==> src/counting_semaphore_with_waiters_macros.svh <==
// Assertion macros for the counting semaphore block.
`ifndef COUNTING_SEMAPHORE_WITH_WAITERS_MACROS_SVH
`define COUNTING_SEMAPHORE_WITH_WAITERS_MACROS_SVH

`ifndef SYNTH

// Check a property on every clock edge outside reset.
`define CSW_ASSERT(lbl, prop, msg) \
  lbl: assert property (@(posedge clk) disable iff (rst) prop) else $error(msg);

// Check a property on every clock edge, reset included.
`define CSW_ASSERT_ALWAYS(lbl, prop, msg) \
  lbl: assert property (@(posedge clk) prop) else $error(msg);

`else

`define CSW_ASSERT(lbl, prop, msg)
`define CSW_ASSERT_ALWAYS(lbl, prop, msg)

`endif

`endif

==> src/csw_pkg.sv <==
// Shared constants, types and codes of the counting semaphore block.
`timescale 1ns / 1ps

package csw_pkg;

  localparam int WAITER_DEPTH = 16;
  localparam int ID_WIDTH     = 8;

  // Width of the tag ports and of the permit count.
  localparam int TagW   = 8;
  localparam int CountW = 8;
  // Id bits that survive the tag port width.
  localparam int IdKeep = (ID_WIDTH < TagW) ? ID_WIDTH : TagW;
  localparam int DepthW = $clog2(WAITER_DEPTH + 1);

  typedef logic [IdKeep-1:0] waiter_id_t;

  typedef enum logic [2:0] {
    OUT_GRANTED  = 3'd0,
    OUT_QUEUED   = 3'd1,
    OUT_RESUMED  = 3'd2,
    OUT_REL_DONE = 3'd3,
    OUT_REJECTED = 3'd4
  } outcome_t;

  typedef enum logic {
    REG_CAPACITY = 1'b0,
    REG_INIT_CNT = 1'b1
  } reg_index_t;

  typedef enum logic {
    S_IDLE,
    S_POP
  } state_t;

  // Shift control broadcast to every stack cell.
  typedef struct packed {
    logic push;
    logic pop;
  } cell_ctl_t;

endpackage

==> src/csw_cell.sv <==
// One stack cell: holds a waiter id and shifts it toward or away from the top.
`timescale 1ns / 1ps

module csw_cell import csw_pkg::*; (
  input  logic       clk,
  input  cell_ctl_t  ctl,
  input  waiter_id_t up_id,
  input  waiter_id_t down_id,
  output waiter_id_t id
);

  waiter_id_t id_next;

  always_comb begin
    id_next = id;
    if (ctl.push) begin
      id_next = up_id;
    end else if (ctl.pop) begin
      id_next = down_id;
    end
  end

  always_ff @(posedge clk) begin
    id <= id_next;
  end

endmodule

==> src/csw_stack.sv <==
// Waiter stack built as a row of shifting cells; cell 0 is the top.
`timescale 1ns / 1ps

module csw_stack import csw_pkg::*; (
  input  logic       clk,
  input  cell_ctl_t  ctl,
  input  waiter_id_t push_id,
  output waiter_id_t top_id
);

  waiter_id_t cell_id [WAITER_DEPTH];

  for (genvar i = 0; i < WAITER_DEPTH; i++) begin : g_cell
    waiter_id_t up_id;
    waiter_id_t down_id;

    if (i == 0) begin : g_first
      assign up_id = push_id;
    end else begin : g_mid_up
      assign up_id = cell_id[i-1];
    end

    // Bottom cell refills with its own value on a pop; depth tracking never reads it.
    if (i == WAITER_DEPTH - 1) begin : g_last
      assign down_id = cell_id[i];
    end else begin : g_mid_down
      assign down_id = cell_id[i+1];
    end

    csw_cell u_cell (
      .clk     (clk),
      .ctl     (ctl),
      .up_id   (up_id),
      .down_id (down_id),
      .id      (cell_id[i])
    );
  end

  assign top_id = cell_id[0];

endmodule

==> src/counting_semaphore_with_waiters.sv <==
// Top level of the counting semaphore with a last-in first-out waiter stack.
// Usage:
//  - Input channel (in_valid/in_ready) carries mode, requester_id and
//    release_amount. mode 0 acquires one permit, mode 1 releases permits.
//  - Output channel (out_valid/out_ready) carries one result item per grant,
//    queue, resume, done or reject; last marks the final item of an input.
//  - Config port: cfg_we writes cfg_data to register cfg_index at once
//    (0 capacity, 1 initial count, which loads the count clamped to capacity).
//  - Results: the first result is registered after acceptance; a release that
//    resumes waiters first enters the resume state. Such a release then gives
//    one item a cycle while the receiver keeps up, one per resumed waiter until
//    the waiters or permits run out; every other input gives exactly one item.
//  - Throughput: one input per cycle for acquires and plain releases while the
//    receiver keeps up; a release busy resuming waiters holds in_ready low until
//    its last item. Pops wait for a free result register; each shifts every cell.
//  - The result register lets a new input in while an item waits, as long
//    as the receiver takes the waiting item in the same cycle.
//  - Reset: capacity 1, count 0, stack empty; no clearing pass is needed.
//  - Receiver stall: the result item holds and no input or resume advances until taken.
`timescale 1ns / 1ps

`include "counting_semaphore_with_waiters_macros.svh"

module counting_semaphore_with_waiters import csw_pkg::*; (
  input  logic              clk,
  input  logic              rst,
  // configuration
  input  logic              cfg_we,
  input  logic              cfg_index,
  input  logic [CountW-1:0] cfg_data,
  // input items
  input  logic              in_valid,
  output logic              in_ready,
  input  logic              mode,
  input  logic [TagW-1:0]   requester_id,
  input  logic [CountW-1:0] release_amount,
  // result items
  output logic              out_valid,
  input  logic              out_ready,
  output logic [TagW-1:0]   granted_id,
  output logic [2:0]        outcome,
  output logic              over_capacity,
  output logic [CountW-1:0] permits_left,
  output logic              last
);

  state_t            state, state_next;
  logic [CountW-1:0] capacity;
  logic [CountW-1:0] permit_count, permit_count_next;
  logic [DepthW-1:0] depth, depth_next;
  logic              over, over_next;

  logic              out_valid_next;
  logic [TagW-1:0]   granted_id_next;
  outcome_t          outcome_next;
  logic              over_capacity_next;
  logic              last_next;

  logic [CountW-1:0] eff_cap;
  logic [CountW:0]   sum;
  logic              sum_over;
  logic [CountW-1:0] rel_count;
  logic              slot_free;   // result register free this cycle
  logic              in_fire;
  logic              pop_fire;
  logic              pop_last;
  logic [DepthW-1:0] depth_dec;
  logic [CountW-1:0] count_dec;
  waiter_id_t        in_id;
  waiter_id_t        top_id;
  cell_ctl_t         stack_ctl;

  // A capacity of zero behaves as one.
  assign eff_cap   = (capacity == '0) ? CountW'(1) : capacity;
  assign slot_free = !out_valid || out_ready;
  assign in_ready  = (state == S_IDLE) && slot_free;
  assign in_fire   = in_valid && in_ready;
  assign pop_fire  = (state == S_POP) && slot_free;

  assign in_id     = requester_id[IdKeep-1:0];
  assign sum       = {1'b0, permit_count} + {1'b0, release_amount};
  assign sum_over  = sum > {1'b0, eff_cap};
  assign rel_count = sum_over ? eff_cap : sum[CountW-1:0];

  assign depth_dec = depth - DepthW'(1);
  assign count_dec = permit_count - CountW'(1);
  assign pop_last  = (depth_dec == '0) || (count_dec == '0);

  always_comb begin
    state_next         = state;
    permit_count_next  = permit_count;
    depth_next         = depth;
    over_next          = over;
    out_valid_next     = out_valid && !out_ready;
    granted_id_next    = granted_id;
    outcome_next       = outcome_t'(outcome);
    over_capacity_next = over_capacity;
    last_next          = last;
    stack_ctl          = '0;

    if (in_fire) begin
      out_valid_next     = 1'b1;
      over_capacity_next = 1'b0;
      last_next          = 1'b1;
      if (!mode) begin
        granted_id_next = TagW'(in_id);
        if (permit_count != '0) begin
          // Permit available: grant at once.
          permit_count_next = count_dec;
          outcome_next      = OUT_GRANTED;
        end else if (depth < DepthW'(WAITER_DEPTH)) begin
          // No permit: park the requester on the stack.
          stack_ctl.push = 1'b1;
          depth_next     = depth + DepthW'(1);
          outcome_next   = OUT_QUEUED;
        end else begin
          outcome_next = OUT_REJECTED;
        end
      end else if (release_amount == '0) begin
        granted_id_next = '0;
        outcome_next    = OUT_REJECTED;
      end else begin
        permit_count_next = rel_count;
        over_next         = sum_over;
        if (depth != '0) begin
          // Waiters present and the count is at least one: start resuming.
          out_valid_next = 1'b0;
          state_next     = S_POP;
        end else begin
          granted_id_next    = '0;
          outcome_next       = OUT_REL_DONE;
          over_capacity_next = sum_over;
        end
      end
    end else if (pop_fire) begin
      // Resume the newest waiter, one a cycle while the result register is free.
      stack_ctl.pop      = 1'b1;
      depth_next         = depth_dec;
      permit_count_next  = count_dec;
      out_valid_next     = 1'b1;
      granted_id_next    = TagW'(top_id);
      outcome_next       = OUT_RESUMED;
      over_capacity_next = over;
      last_next          = pop_last;
      if (pop_last) begin
        state_next = S_IDLE;
      end
    end

    // The user must write configuration only while idle; the block does not enforce it.
    if (cfg_we) begin
      case (reg_index_t'(cfg_index))
        REG_CAPACITY: begin
          if (permit_count > ((cfg_data == '0) ? CountW'(1) : cfg_data)) begin
            permit_count_next = (cfg_data == '0) ? CountW'(1) : cfg_data;
          end
        end
        REG_INIT_CNT: begin
          permit_count_next = (cfg_data > eff_cap) ? eff_cap : cfg_data;
        end
        default: begin
        end
      endcase
    end
  end

  always_ff @(posedge clk) begin
    if (rst) begin
      state        <= S_IDLE;
      capacity     <= CountW'(1);
      permit_count <= '0;
      depth        <= '0;
      out_valid    <= 1'b0;
    end else begin
      state        <= state_next;
      permit_count <= permit_count_next;
      depth        <= depth_next;
      out_valid    <= out_valid_next;
      if (cfg_we && (reg_index_t'(cfg_index) == REG_CAPACITY)) begin
        capacity <= cfg_data;
      end
    end
  end

  // Result payload and the overflow flag of the running release.
  always_ff @(posedge clk) begin
    over          <= over_next;
    granted_id    <= granted_id_next;
    outcome       <= outcome_next;
    over_capacity <= over_capacity_next;
    last          <= last_next;
  end

  assign permits_left = permit_count;

  csw_stack u_stack (
    .clk     (clk),
    .ctl     (stack_ctl),
    .push_id (in_id),
    .top_id  (top_id)
  );

  `CSW_ASSERT(a_depth_bound, depth <= DepthW'(WAITER_DEPTH), "waiter depth above stack size")
  `CSW_ASSERT(a_count_bound, permit_count <= eff_cap, "permit count above capacity")
  `CSW_ASSERT(a_pop_has_work, (state == S_POP) |-> (depth != '0 && permit_count != '0), "resume with no waiter or permit")
  `CSW_ASSERT(a_last_ends_pop, (pop_fire && pop_last) |=> (state == S_IDLE && out_valid && last), "final resume did not end the release")
  `CSW_ASSERT_ALWAYS(a_reset_clears, rst |=> (!out_valid && depth == '0 && state == S_IDLE), "reset left state behind")

endmodule
==> config.mk <==
export PLATFORM = sky130hd
export DESIGN_NAME = counting_semaphore_with_waiters
export DESIGN_NICKNAME = d
export VERILOG_FILES = /design/src/csw_pkg.sv /design/src/csw_cell.sv /design/src/csw_stack.sv /design/src/counting_semaphore_with_waiters.sv
export VERILOG_INCLUDE_DIRS = /design/src /design/src/src
export SDC_FILE = /design/constraint.sdc
export NUM_CORES = 1
export LEC_CHECK = 0
export BUFFER_PORTS_ARGS = -buffer_cell sky130_fd_sc_hd__buf_2
export CAP_MARGIN = 20
export CORE_MARGIN = 2
export CORE_UTILIZATION = 35
export DETAILED_ROUTE_END_ITERATION = 8
export PLACE_DENSITY = 0.5
export RECOVER_POWER = 100
export SYNTH_ARGS = -nofsm -noshare
export SYNTH_HDL_FRONTEND = slang
export SYNTH_SLANG_ARGS = --single-unit
==> constraint.sdc <==
create_clock -name clk -period 11.58 [get_ports clk]
set_input_delay 1.158 -clock clk [delete_from_list [all_inputs] [get_ports clk]]
set_output_delay 1.158 -clock clk [all_outputs]
set_load 0.05 [all_outputs]
==> results by group, run 1 <==
STA
  – Setup Skew: 9.38 ps
  – Worst Max-Slew Pin Slew: 4180 ps
  – Fin. max-slew vios: 137
  – Slew HR: -178%
  – Setup slack after layout: 4620 ps
  – RSZ-0062 raised after global routing: no
  – Maximum clock frequency: 0.144 GHz
  – Final setup fails: 0
  – Fin crit share: 60.1%
  – Crit path time final: 6960 ps
  – Number of hold violations in the final report: 0
  – Post-Route Setup TNS: 0 ps

Die
  – Core area: 24300 um2
  – Placement Rows: 57
  – Die X: 162 um
  – Die height: 162 um
  – Die Area: 26100 um2
  – Ports: 54
  – Initial Util: 35.7%

Logic synthesis
  – Yosys top cell area share: 48.7%
  – Register area share after synthesis: 54.2%
  – Area leader, netlist: edfxtp_1
  – FFs w/ async S/R, synth: 0%
  – #FFs+latches synth: 165
  – Cells after synthesis: 938
  – Syn Area/Cell: 9.27 um2
  – Yosys warnings: 0
  – Top cells by count, synth: 419 x nand2_1, 141 x edfxtp_1, 38 x ha_1, 33 x a21oi_1
  – Top_reg_cell synth: edfxtp_1
  – Post-synth EDFFs: 141
  – Count of cell types in the netlist: 61
  – Mapped Nets: 1008
  – Most common cell in the netlist: nand2_1
  – Synth Cell Area: 8690 um2
  – Top cells by area, synth: edfxtp_1 49%, nand2_1 18%, dfxtp_1 5.5%

Status
  – Status: complete, but fails checks
  – Failing checks: max-capacitance violations, max-slew violations

Routing
  – Initial detailed-routing violation count: 502
  – Vias per Instance: 5.04
  – Routed vias: 6630
  – Pre-antenna DRT Iters: 5
  – DRC viols: 0
  – Final ANT Viol Nets: 0
  – Routed WL: 20700 um
  – DR WL/cell: 15.8 um

Layout
  – Antenna cells: 0
  – Nets@finish: 1049
  – Area of the multi-input gates: 3630 um2
  – Reg area: 4710 um2
  – Area grow syn2layout: 12.3%
  – Layout cell share with drive strength beyond 1: 7.06%
  – Fillers: 2473

Worst setup path
  – Data arrival time of the critical path: 6950 ps
  – Slowest Stage Delay on Critical Path: 2930 ps
  – Required time worst endpoint: 11570 ps
  – Buf+Inv Stages, Crit Path: 3
  – CP most frequent cell: clkbuf_1
  – Element type at the critical path start: input pin
  – Max FO, Critical Path: 97
  – CP top delay family: buffers and inverters
  – Slowest stage cell, crit path: clkbuf_1
  – CP Cell Sequence: buf_2, nor2b_1, nor2_1, nand2_1, clkbuf_1, or4_1, clkbuf_1, o21ai_0
  – Flop2flop setup slack: 5090 ps
  – Critical path endpoint category: flip-flop
  – Worst setup path class: input pin to flip-flop

Clock tree
  – TritonCTS Buffers: 17
  – CTS sink count: 165
  – Clk_lat worst skew: 420 ps
  – Worst-case clock buffer depth: 2
  – Worst-path clk slew: 70 ps
  – Post-CTS setup repair buffer count: 0
  – Hold buffer count at CTS: 0
  – Clock Tree Root: clkbuf_16
  – Post-cts gate resize count: 0
  – CTS H-tree lvls: 4
  – CTS tree: yes

Global route
  – Initial antenna violation count: 0
  – Global-route wire length before repair: 33700 um
  – Maximum number of pins on one net before global-route repair: 111
  – Vias in the first global route: 6389
  – Grt total ovfl: 0
  – Overall routing resource usage: 16.4%

Pwr
  – Cell Pwr Density: 248 nW/um2
  – Worst VDD drop: 0.132 mV
  – Pleak: 3.95 nW

Run
  – Max-Cap Viols: 2

Placed design
  – RePlAce Congestion: 0.864
  – DPL Wire Length: 13600 um
  – I/O Buffers: 53
  – Place WS: 7070 ps

Min path
  – Hold/Removal Path Class: flip-flop to flip-flop
==> metal layers <==
metal | up-vias | GRT usage (%) | wire length [um]
met5 | - | 0 | 0
met4 | 0 | 4.59 | 248
met3 | 18 | 3.88 | 977
met2 | 135 | 23.2 | 8640
met1 | 3160 | 25.0 | 10900
li1 | 3317 | - | -
==> flip-flops by register name, summed over array words and instances (netlist names) <==
| name | cells |
|---|---|
| permits_left | 8 |
| over_capacity | 1 |
| over | 1 |
| granted_id | 8 |
| out_valid | 1 |
| outcome | 3 |
| last | 1 |
| depth | 5 |
| u_stack.g_cell.u_cell.id | 128 |
| capacity | 8 |
| state | 1 |
==> final cells by class <==
| class | count | share of cell area (%) |
|---|---|---|
| Clock buffer | 18 | 4.40 |
| Clock inverter | 13 | 1.37 |
| Inverter | 32 | 1.23 |
| Multi-Input combinational cell | 700 | 37.2 |
| Sequential cell | 165 | 48.3 |
| Tap cell | 324 | 4.15 |
| Timing Repair Buffer | 63 | 3.38 |
==> logic make-up (layout without fill, tap and decap cells) <==
family                     count (synthesis)  count (layout)  synth area share [%]
AOI/OAI and AO/OA                        125             125                  9.30
xor gates and xnor gates                  12              12                  1.21
adders and majority gates                 39              39                  5.70
buffers and inverters                     73             126                  4.04
DFF                                      165             165                  54.2
muxes                                      5               5                 0.590
and+or+nand+nor                          519             519                  24.9
==> layout by cell type, fill, tap and decap left out, drive strengths merged, types with 6 or more instances in the layout <==
cell type | Yosys | routed
o21ai | 32 | 32
nand4 | 7 | 7
nand2 | 421 | 421
o221ai | 6 | 6
edfxtp | 141 | 141
inv | 32 | 34
a21oi | 33 | 33
a31oi | 8 | 8
nand3 | 11 | 11
nor3 | 8 | 8
xnor2 | 10 | 10
nor4 | 11 | 11
clkinvlp | 0 | 6
ha | 38 | 38
dfxtp | 24 | 24
nor2 | 31 | 31
clkbuf | 20 | 48
buf | 21 | 33
==> final timing paths <==
path                                             start                                   endpoint  depth (start not counted)
min reg2reg  u_stack.g_cell[14].u_cell.id[4]$_DFFE_PP_  u_stack.g_cell[15].u_cell.id[4]$_DFFE_PP_                          0
min          u_stack.g_cell[14].u_cell.id[4]$_DFFE_PP_  u_stack.g_cell[15].u_cell.id[4]$_DFFE_PP_                          0
max                                          out_ready                   outcome[0]$_SDFFCE_PN0P_                          8
max reg2reg                       out_valid$_SDFF_PP0_                   outcome[0]$_SDFFCE_PN0P_                          7
==> through the flow <==
stage          instance area (um2)  total power [mW]  utilization (%)  hold slack, ps  instances
2_1_floorplan                 8690              1.65                -             426        938
3_3_place_gp                  9210              1.87             37.9             437       1281
3_5_place_dp                  9210              1.88             37.9             438       1281
4_1_cts                       9780              2.44             40.2             453       1312
5_1_grt                       9760              2.60             40.1             462       1315
6_report                      9760              2.42             40.1             453       1315
==> where the power goes <==
group          switching (mW)  total, mW  leakage, nW  internal [mW]
registers               0.111       1.02         1.50          0.907
clock network           0.235      0.550        0.254          0.315
logic                   0.586      0.856         2.20          0.270
==> worst register-to-register path, cell delays in order, from the launching register on <==
cell	delay, ps
dfxtp_1	340
nor2b_1	310
nor2_1	120
nand2_1	80
clkbuf_1	1020
or4_1	880
clkbuf_1	2940
o21ai_0	390
Power figures use the tool's default switching activity.
==> run 2, diff against run 1 <==
Clock period 11.58 ns to 7.3 ns, I/O delays scaled along.
==> run 2 against run 1 <==
Against the previous run:
- highest routed layer unchanged
- sequential share of layout area up 0.30 points
- worst setup slack got worse by 2600 ps
- the run still ends with max-capacitance violations, max-slew violations left
- non-clock buffer count fell by 3
- critical path type is now flip-flop to flip-flop
- largest power group unchanged
- global-route usage grew 0.14 points
- utilization is 0.25 points lower
- die area is the same
- register-to-register slack worse by 3100 ps
==> results by group, run 2 (synthesis gave the netlist of run 1 again) <==
Status
  – Status: complete, but fails checks (unchanged)
  – Failing checks: max-capacitance violations, max-slew violations (unchanged)

Die
  – Die height: 162 um (unchanged)
  – Core area: 24300 um2 (unchanged)
  – Placement Rows: 57 (unchanged)
  – Die X: 162 um (unchanged)
  – Die Area: 26100 um2 (unchanged)
  – Initial Util: 35.7% (unchanged)
  – Ports: 54 (unchanged)

Placed design
  – DPL Wire Length: 13700 um (was 13600 um)
  – RePlAce Congestion: 0.880 (was 0.864)
  – Placed cell count: 1281 (unchanged)
  – I/O Buffers: 53 (unchanged)

Clock tree
  – Clk_lat worst skew: 420 ps (about the same)
  – Worst-path clk slew: 60 ps (was 70 ps)
  – Post-CTS setup repair buffer count: 0 (unchanged)
  – TritonCTS Buffers: 17 (unchanged)
  – Clock Tree Root: clkbuf_16 (unchanged)
  – Post-cts gate resize count: 0 (unchanged)
  – CTS H-tree lvls: 4 (unchanged)
  – CTS tree: yes (unchanged)
  – Hold buffer count at CTS: 0 (unchanged)
  – Worst-case clock buffer depth: 2 (unchanged)
  – CTS sink count: 165 (unchanged)

Min path
  – Hold/Removal Path Class: flip-flop to flip-flop (unchanged)
  – HP Start: u_stack.g_cell[14].u_cell.id[6]$_DFFE_PP_ (was u_stack.g_cell[14].u_cell.id[4]$_DFFE_PP_)

Worst setup path
  – CP top delay family: buffers and inverters (unchanged)
  – Reg-to-reg critical path startpoint: permits_left[0]$_SDFF_PP0_ (was out_valid$_SDFF_PP0_)
  – Max FO, Critical Path: 71 (was 97)
  – Element type at the critical path start: flip-flop (was input pin)
  – CP most frequent cell: nand2_1 (was clkbuf_1)
  – Required time worst endpoint: 7580 ps (was 11570 ps)
  – Data arrival time of the critical path: 5590 ps (was 6950 ps)
  – Slowest stage cell, crit path: clkbuf_1 (unchanged)
  – Worst Setup SP: permits_left[0]$_SDFF_PP0_ (was out_ready)
  – Worst setup path class: flip-flop to flip-flop (was input pin to flip-flop)
  – CP Cell Sequence: inv_1, ha_1, nor3b_1, nand2_1, nor4_4, buf_4, clkbuf_1, nand2_1, nand2_1 (was buf_2, nor2b_1, nor2_1, nand2_1, clkbuf_1, or4_1, clkbuf_1, o21ai_0)
  – Slowest Stage Delay on Critical Path: 2200 ps (was 2930 ps)
  – Critical path endpoint category: flip-flop (unchanged)
  – Buf+Inv Stages, Crit Path: 3 (unchanged)

Layout
  – Biggest register: u_stack.g_cell.u_cell.id (unchanged)
  – Area grow syn2layout: 11.6% (was 12.3%)
  – Commonest non-fill, non-tap cell in the layout: nand2_1 (unchanged)
  – Antenna cells: 0 (unchanged)
  – Most frequent cells in the layout: 420 x nand2_1, 141 x edfxtp_1, 38 x ha_1 (unchanged)
  – Nets@finish: 1046 (was 1049)
  – Max FFs per register: 128 (unchanged)
  – Layout cell share with drive strength beyond 1: 6.88% (was 7.06%)
  – Final cell count without fillers: 1313 (was 1315)

Global route
  – Maximum number of pins on one net before global-route repair: 73 (was 111)
  – Vias in the first global route: 6354 (was 6389)
  – Global-route wire length before repair: 34300 um (was 33700 um)
  – Grt total ovfl: 0 (unchanged)
  – Overall routing resource usage: 16.6% (was 16.4%)
  – Initial antenna violation count: 0 (unchanged)

STA
  – Post-Route Setup TNS: 0 ps (unchanged)
  – Maximum clock frequency: 0.188 GHz
  – Setup Skew: 16.9 ps (was 9.38 ps)
  – Final setup fails: 0 (unchanged)
  – Worst Max-Slew Pin Slew: 3030 ps (was 4180 ps)
  – Number of hold violations in the final report: 0 (unchanged)
  – Fin crit share: 72.8%
  – Min Hold Slack: 446 ps (was 453 ps)
  – Slew HR: -102% (was -178%)
  – Fin. max-slew vios: 86 (was 137)
  – RSZ-0062 raised after global routing: no (unchanged)
  – Crit path time final: 5320 ps

Pwr
  – Clk pwr share: 22.9% (was 22.7%)
  – Pleak: 3.93 nW (was 3.95 nW)
  – Sequential share of power: 42.4% (was 42.0%)
  – Cell Pwr Density: 394 nW/um2 (was 248 nW/um2)
  – Worst VDD drop: 0.154 mV (was 0.132 mV)
  – Switching pwr: 1.48 mW (was 0.932 mW)
  – Switching part of the total: 38.7% (was 38.4%)
  – Combinational fraction of design power: 34.6% (was 35.3%)
  – Int Power: 2.34 mW (was 1.49 mW)

Routing
  – Routed vias: 6642 (was 6630)
  – Pre-antenna DRT Iters: 4 (was 5)
  – DR WL/cell: 15.9 um (was 15.8 um)
  – DRC viols: 0 (unchanged)
  – Vias per Instance: 5.06 (was 5.04)
  – Final ANT Viol Nets: 0 (unchanged)
  – Initial detailed-routing violation count: 482 (was 502)
  – Routed WL: 20900 um (was 20700 um)

Run
  – Max-Cap Viols: 2 (unchanged)
## run 2: path summary, 6_finish.rpt
kind,end,slack [ps],depth (start not counted)
min,u_stack.g_cell[15].u_cell.id[6]$_DFFE_PP_,450,0
max reg2reg,u_stack.g_cell[5].u_cell.id[0]$_DFFE_PP_,1980,9
max,u_stack.g_cell[5].u_cell.id[0]$_DFFE_PP_,1980,9
min reg2reg,u_stack.g_cell[15].u_cell.id[6]$_DFFE_PP_,450,0
## run 2: power groups by stage
| stage | sequential (mW) | combinational, mW | clock (mW) |
|---|---|---|---|
| 6_report | 1.62 | 1.33 | 0.878 |
| 5_1_grt | 1.66 | 1.51 | 0.943 |
| 4_1_cts | 1.62 | 1.36 | 0.903 |
| 3_5_place_dp | 1.63 | 1.35 | 0 |
| 3_3_place_gp | 1.63 | 1.35 | 0 |
| 2_1_floorplan | 1.72 | 0.905 | 0 |
## run 2: layer usage
metal | wire [um] | up-vias | global-route usage, %
li1 | - | 3304 | -
met1 | 11000 | 3186 | 25.2
met2 | 8650 | 129 | 23.5
met3 | 876 | 23 | 3.36
met4 | 354 | 0 | 5.24
met5 | 0 | - | 0
## run 2: per-stage QoR
stage	worst slack, ps	utilization, %	instance area [um2]	total power, mW
6_report	1980	39.9	9700	3.83
3_3_place_gp	3110	37.9	9210	2.98
3_5_place_dp	3110	37.9	9210	2.99
5_1_grt	1390	39.9	9700	4.11
4_1_cts	3100	40.2	9780	3.88
2_1_floorplan	3110	-	8690	2.62
## run 2: layout make-up
class	instances	area, um2
Clock buffer	20	437
Clock inverter	12	130
Fill cell	2507	14600
Inverter	32	120
Multi-Input combinational cell	700	3630
Sequential cell	165	4710
Tap cell	324	405
Timing Repair Buffer	60	268
==> run 3, diff against run 2 <==
Settings changed: ABC_AREA set to 1, PLACE_DENSITY 0.5 to 0.52.
Clock period 7.3 ns to 4.35 ns, I/O delays scaled along.
==> run 3 against run 2 <==
Against the previous run:
- the run now ends clean
- sequential power rose by 36%
- clock skew barely moved
- via count rose by 0.30%
- cell count rose by 4.6%
- die area rose by 0.45%
- first-iteration DRC count rose by 11%
- non-clock buffer count rose by 5
- sequential cell count did not move
- area after synthesis rose by 0.46%
- critical endpoint is now u_stack.g_cell[0].u_cell.id[7]$_DFFE_PP_
==> results by group, run 3 <==
Status
  – Status: completed (was complete, but fails checks)

Layout
  – Max FFs per register: 128 (unchanged)
  – Core Util, Final: 40.4% (was 39.9%)
  – Fillers: 2514 (was 2507)
  – Commonest non-fill, non-tap cell in the layout: nand2_1 (unchanged)
  – Nets@finish: 1107 (was 1046)
  – Area grow syn2layout: 12.9% (was 11.6%)
  – Biggest register: u_stack.g_cell.u_cell.id (unchanged)
  – Layout Cell Area excl Fill: 9850 um2 (was 9700 um2)
  – Antenna cells: 0 (unchanged)
  – Layout cell share with drive strength beyond 1: 7.43% (was 6.88%)
  – Most frequent cells in the layout: 274 x nand2_1, 141 x edfxtp_1, 140 x inv_1 (was 420 x nand2_1, 141 x edfxtp_1, 38 x ha_1)
  – Final cell count without fillers: 1374 (was 1313)

Worst setup path
  – Required time worst endpoint: 4490 ps (was 7580 ps)
  – CP Cell Sequence: nand2_1, nand2_1, nor2_2, clkbuf_1, nand4_4, clkbuf_2, buf_4, nand2_1, o21ai_0 (was inv_1, ha_1, nor3b_1, nand2_1, nor4_4, buf_4, clkbuf_1, nand2_1, nand2_1)
  – Data arrival time of the critical path: 3650 ps (was 5590 ps)
  – Slowest stage cell, crit path: clkbuf_1 (unchanged)
  – CP most frequent cell: nand2_1 (unchanged)
  – Worst setup path class: flip-flop to flip-flop (unchanged)
  – Slowest Stage Delay on Critical Path: 1010 ps (was 2200 ps)
  – Max FO, Critical Path: 94 (was 71)
  – Element type at the critical path start: flip-flop (unchanged)
  – Critical path endpoint category: flip-flop (unchanged)

Die
  – Die Area: 26200 um2 (was 26100 um2)
  – Die X: 162 um (about the same)
  – Placement Rows: 57 (unchanged)
  – Initial Util: 35.8% (was 35.7%)
  – Core area: 24400 um2 (was 24300 um2)
  – Ports: 54 (unchanged)
  – Die height: 162 um (about the same)

STA
  – Maximum clock frequency: 0.286 GHz (was 0.188 GHz)
  – RSZ-0062 raised after global routing: no (unchanged)
  – Slew HR: 7.85% (was -102%)
  – Min Hold Slack: 253 ps (was 446 ps)
  – Fin crit share: 80.5% (was 72.8%)
  – Post-Route Setup TNS: 0 ps (unchanged)
  – Number of hold violations in the final report: 0 (unchanged)
  – Worst Max-Slew Pin Slew: 1380 ps (was 3030 ps)
  – Final setup fails: 0 (unchanged)
  – Setup Skew: 16.7 ps (was 16.9 ps)
  – Fin. max-slew vios: 0 (was 86)
  – Crit path time final: 3500 ps (was 5320 ps)

Logic synthesis
  – Yosys top cell area share: 48.5% (was 48.7%)
  – Yosys warnings: 0 (unchanged)
  – Post-synth EDFFs: 141 (unchanged)
  – Cells after synthesis: 990 (was 938)
  – Syn Area/Cell: 8.82 um2 (was 9.27 um2)
  – Mapped Nets: 1060 (was 1008)
  – Top_reg_cell synth: edfxtp_1 (unchanged)
  – #FFs+latches synth: 165 (unchanged)
  – Register area share after synthesis: 54.0% (was 54.2%)
  – Area leader, netlist: edfxtp_1 (unchanged)
  – FFs w/ async S/R, synth: 0% (unchanged)
  – Most common cell in the netlist: nand2_1 (unchanged)
  – Synth Cell Area: 8730 um2 (was 8690 um2)
  – Count of cell types in the netlist: 39 (was 61)
  – Top cells by area, synth: edfxtp_1 48%, nand2_1 12%, inv_1 6.0% (was edfxtp_1 49%, nand2_1 18%, dfxtp_1 5.5%)
  – Top cells by count, synth: 273 x nand2_1, 141 x edfxtp_1, 140 x inv_1, 103 x o21ai_0, 56 x nand3_1 (was 419 x nand2_1, 141 x edfxtp_1, 38 x ha_1, 33 x a21oi_1)

Routing
  – Initial detailed-routing violation count: 537 (was 482)
  – Routed WL: 20100 um (was 20900 um)
  – Routed vias: 6662 (was 6642)
  – Final ANT Viol Nets: 0 (unchanged)
  – Vias per Instance: 4.85 (was 5.06)
  – Pre-antenna DRT Iters: 5 (was 4)
  – DR WL/cell: 14.6 um (was 15.9 um)
  – DRC viols: 0 (unchanged)

Clock tree
  – CTS tree: yes (unchanged)
  – Post-CTS setup repair buffer count: 0 (unchanged)
  – CTS H-tree lvls: 4 (unchanged)
  – CTS sink count: 165 (unchanged)
  – Clk_lat worst skew: 440 ps (was 420 ps)
  – Worst-case clock buffer depth: 2 (unchanged)
  – Clock Tree Root: clkbuf_16 (unchanged)
  – TritonCTS Buffers: 17 (unchanged)
  – Hold buffer count at CTS: 0 (unchanged)
  – Post-cts gate resize count: 0 (unchanged)
  – Worst-path clk slew: 70 ps (was 60 ps)

Global route
  – Overall routing resource usage: 16.0% (was 16.6%)
  – Vias in the first global route: 6422 (was 6354)
  – Maximum number of pins on one net before global-route repair: 95 (was 73)
  – Global-route wire length before repair: 33500 um (was 34300 um)
  – Initial antenna violation count: 0 (unchanged)
  – Grt total ovfl: 0 (unchanged)

Placed design
  – I/O Buffers: 53 (unchanged)
  – RePlAce Congestion: 0.880 (about the same)
  – Dpl cell area: 9350 um2 (was 9210 um2)
  – DPL Wire Length: 13400 um (was 13700 um)
  – Placed cell count: 1342 (was 1281)

Run
  – Max-Cap Viols: 0 (was 2)

Pwr
  – Cell Pwr Density: 518 nW/um2 (was 394 nW/um2)
  – Worst VDD drop: 0.242 mV (was 0.154 mV)
  – Pleak: 4.16 nW (was 3.93 nW)

Min path
  – Hold/Removal Path Class: input pin to flip-flop (was flip-flop to flip-flop)
[run 3: changes by cell type in the layout (fill, tap and decap cells not counted), sizes merged, moves of 7 or more]
cell | before | now
a21oi | 33 | 45
a31oi | 8 | 0
buf | 29 | 36
inv | 33 | 144
nand2 | 421 | 275
nand3 | 11 | 56
nor2 | 31 | 45
nor4 | 11 | 0
o21ai | 32 | 136
o22ai | 5 | 12
xor2 | 2 | 9
[run 3: area by class of cell]
class	instances	area [um2]	share of cell area, %
tap	324	405	4.11
inverter	142	534	5.42
clock inverter	14	128	1.30
clock buffer	18	429	4.36
sequential	165	4710	47.8
timing repair buffer	65	334	3.39
multi-input combinational	646	3310	33.6
[run 3: worst paths after layout]
path	from	endpoint	slack [ps]	cells past startpoint
worst min-delay path	rst	out_valid$_SDFF_PP0_	250	2
worst min register to register	u_stack.g_cell[14].u_cell.id[0]$_DFFE_PP_	u_stack.g_cell[15].u_cell.id[0]$_DFFE_PP_	450	0
worst max register to register	out_valid$_SDFF_PP0_	u_stack.g_cell[0].u_cell.id[7]$_DFFE_PP_	850	9
worst max-delay path	out_valid$_SDFF_PP0_	u_stack.g_cell[0].u_cell.id[7]$_DFFE_PP_	850	9
[run 3: kinds of logic (layout without fill, tap and decap cells)]
kind of cell             count (synthesis)  count (layout)  synth area share, %
adder cells (fa/ha/maj)                 39              39                 5.67
flip-flops                             165             165                 54.0
AO/OA/AOI/OAI                          202             202                 12.1
buffers and inverters                  179             239                 8.12
AND/OR/NAND/NOR                        392             392                 18.8
XOR/XNOR                                13              13                 1.30
[run 3: per-stage QoR]
step,worst slack (ps),power [mW]
after global routing,448,5.44
after detailed placement,1110,3.72
after global placement,1160,3.71
after CTS,1220,5.18
after floorplan,1370,3.31
final,848,5.11
[run 3: per-layer routing]
layer | vias to the layer above | wire [um] | track usage, %
met2 | 122 | 9000 | 24.4
li1 | 3399 | - | -
met4 | 0 | 277 | 4.22
met5 | - | 0 | 0
met3 | 16 | 724 | 3.55
met1 | 3125 | 10100 | 23.1
[run 3: power breakdown]
part,internal (mW),switching [mW],total (mW)
logic,0.418,1.03,1.45
registers,2.08,0.129,2.20
clock network,0.794,0.660,1.45
total,3.29,1.82,5.11
[run 3: worst max-delay path: cells and delay by family (launching register included)]
kind	cells	cell delay, ps
flops	1	310
buf+inv	3	2130
compound gates	1	90
simple gates	5	620
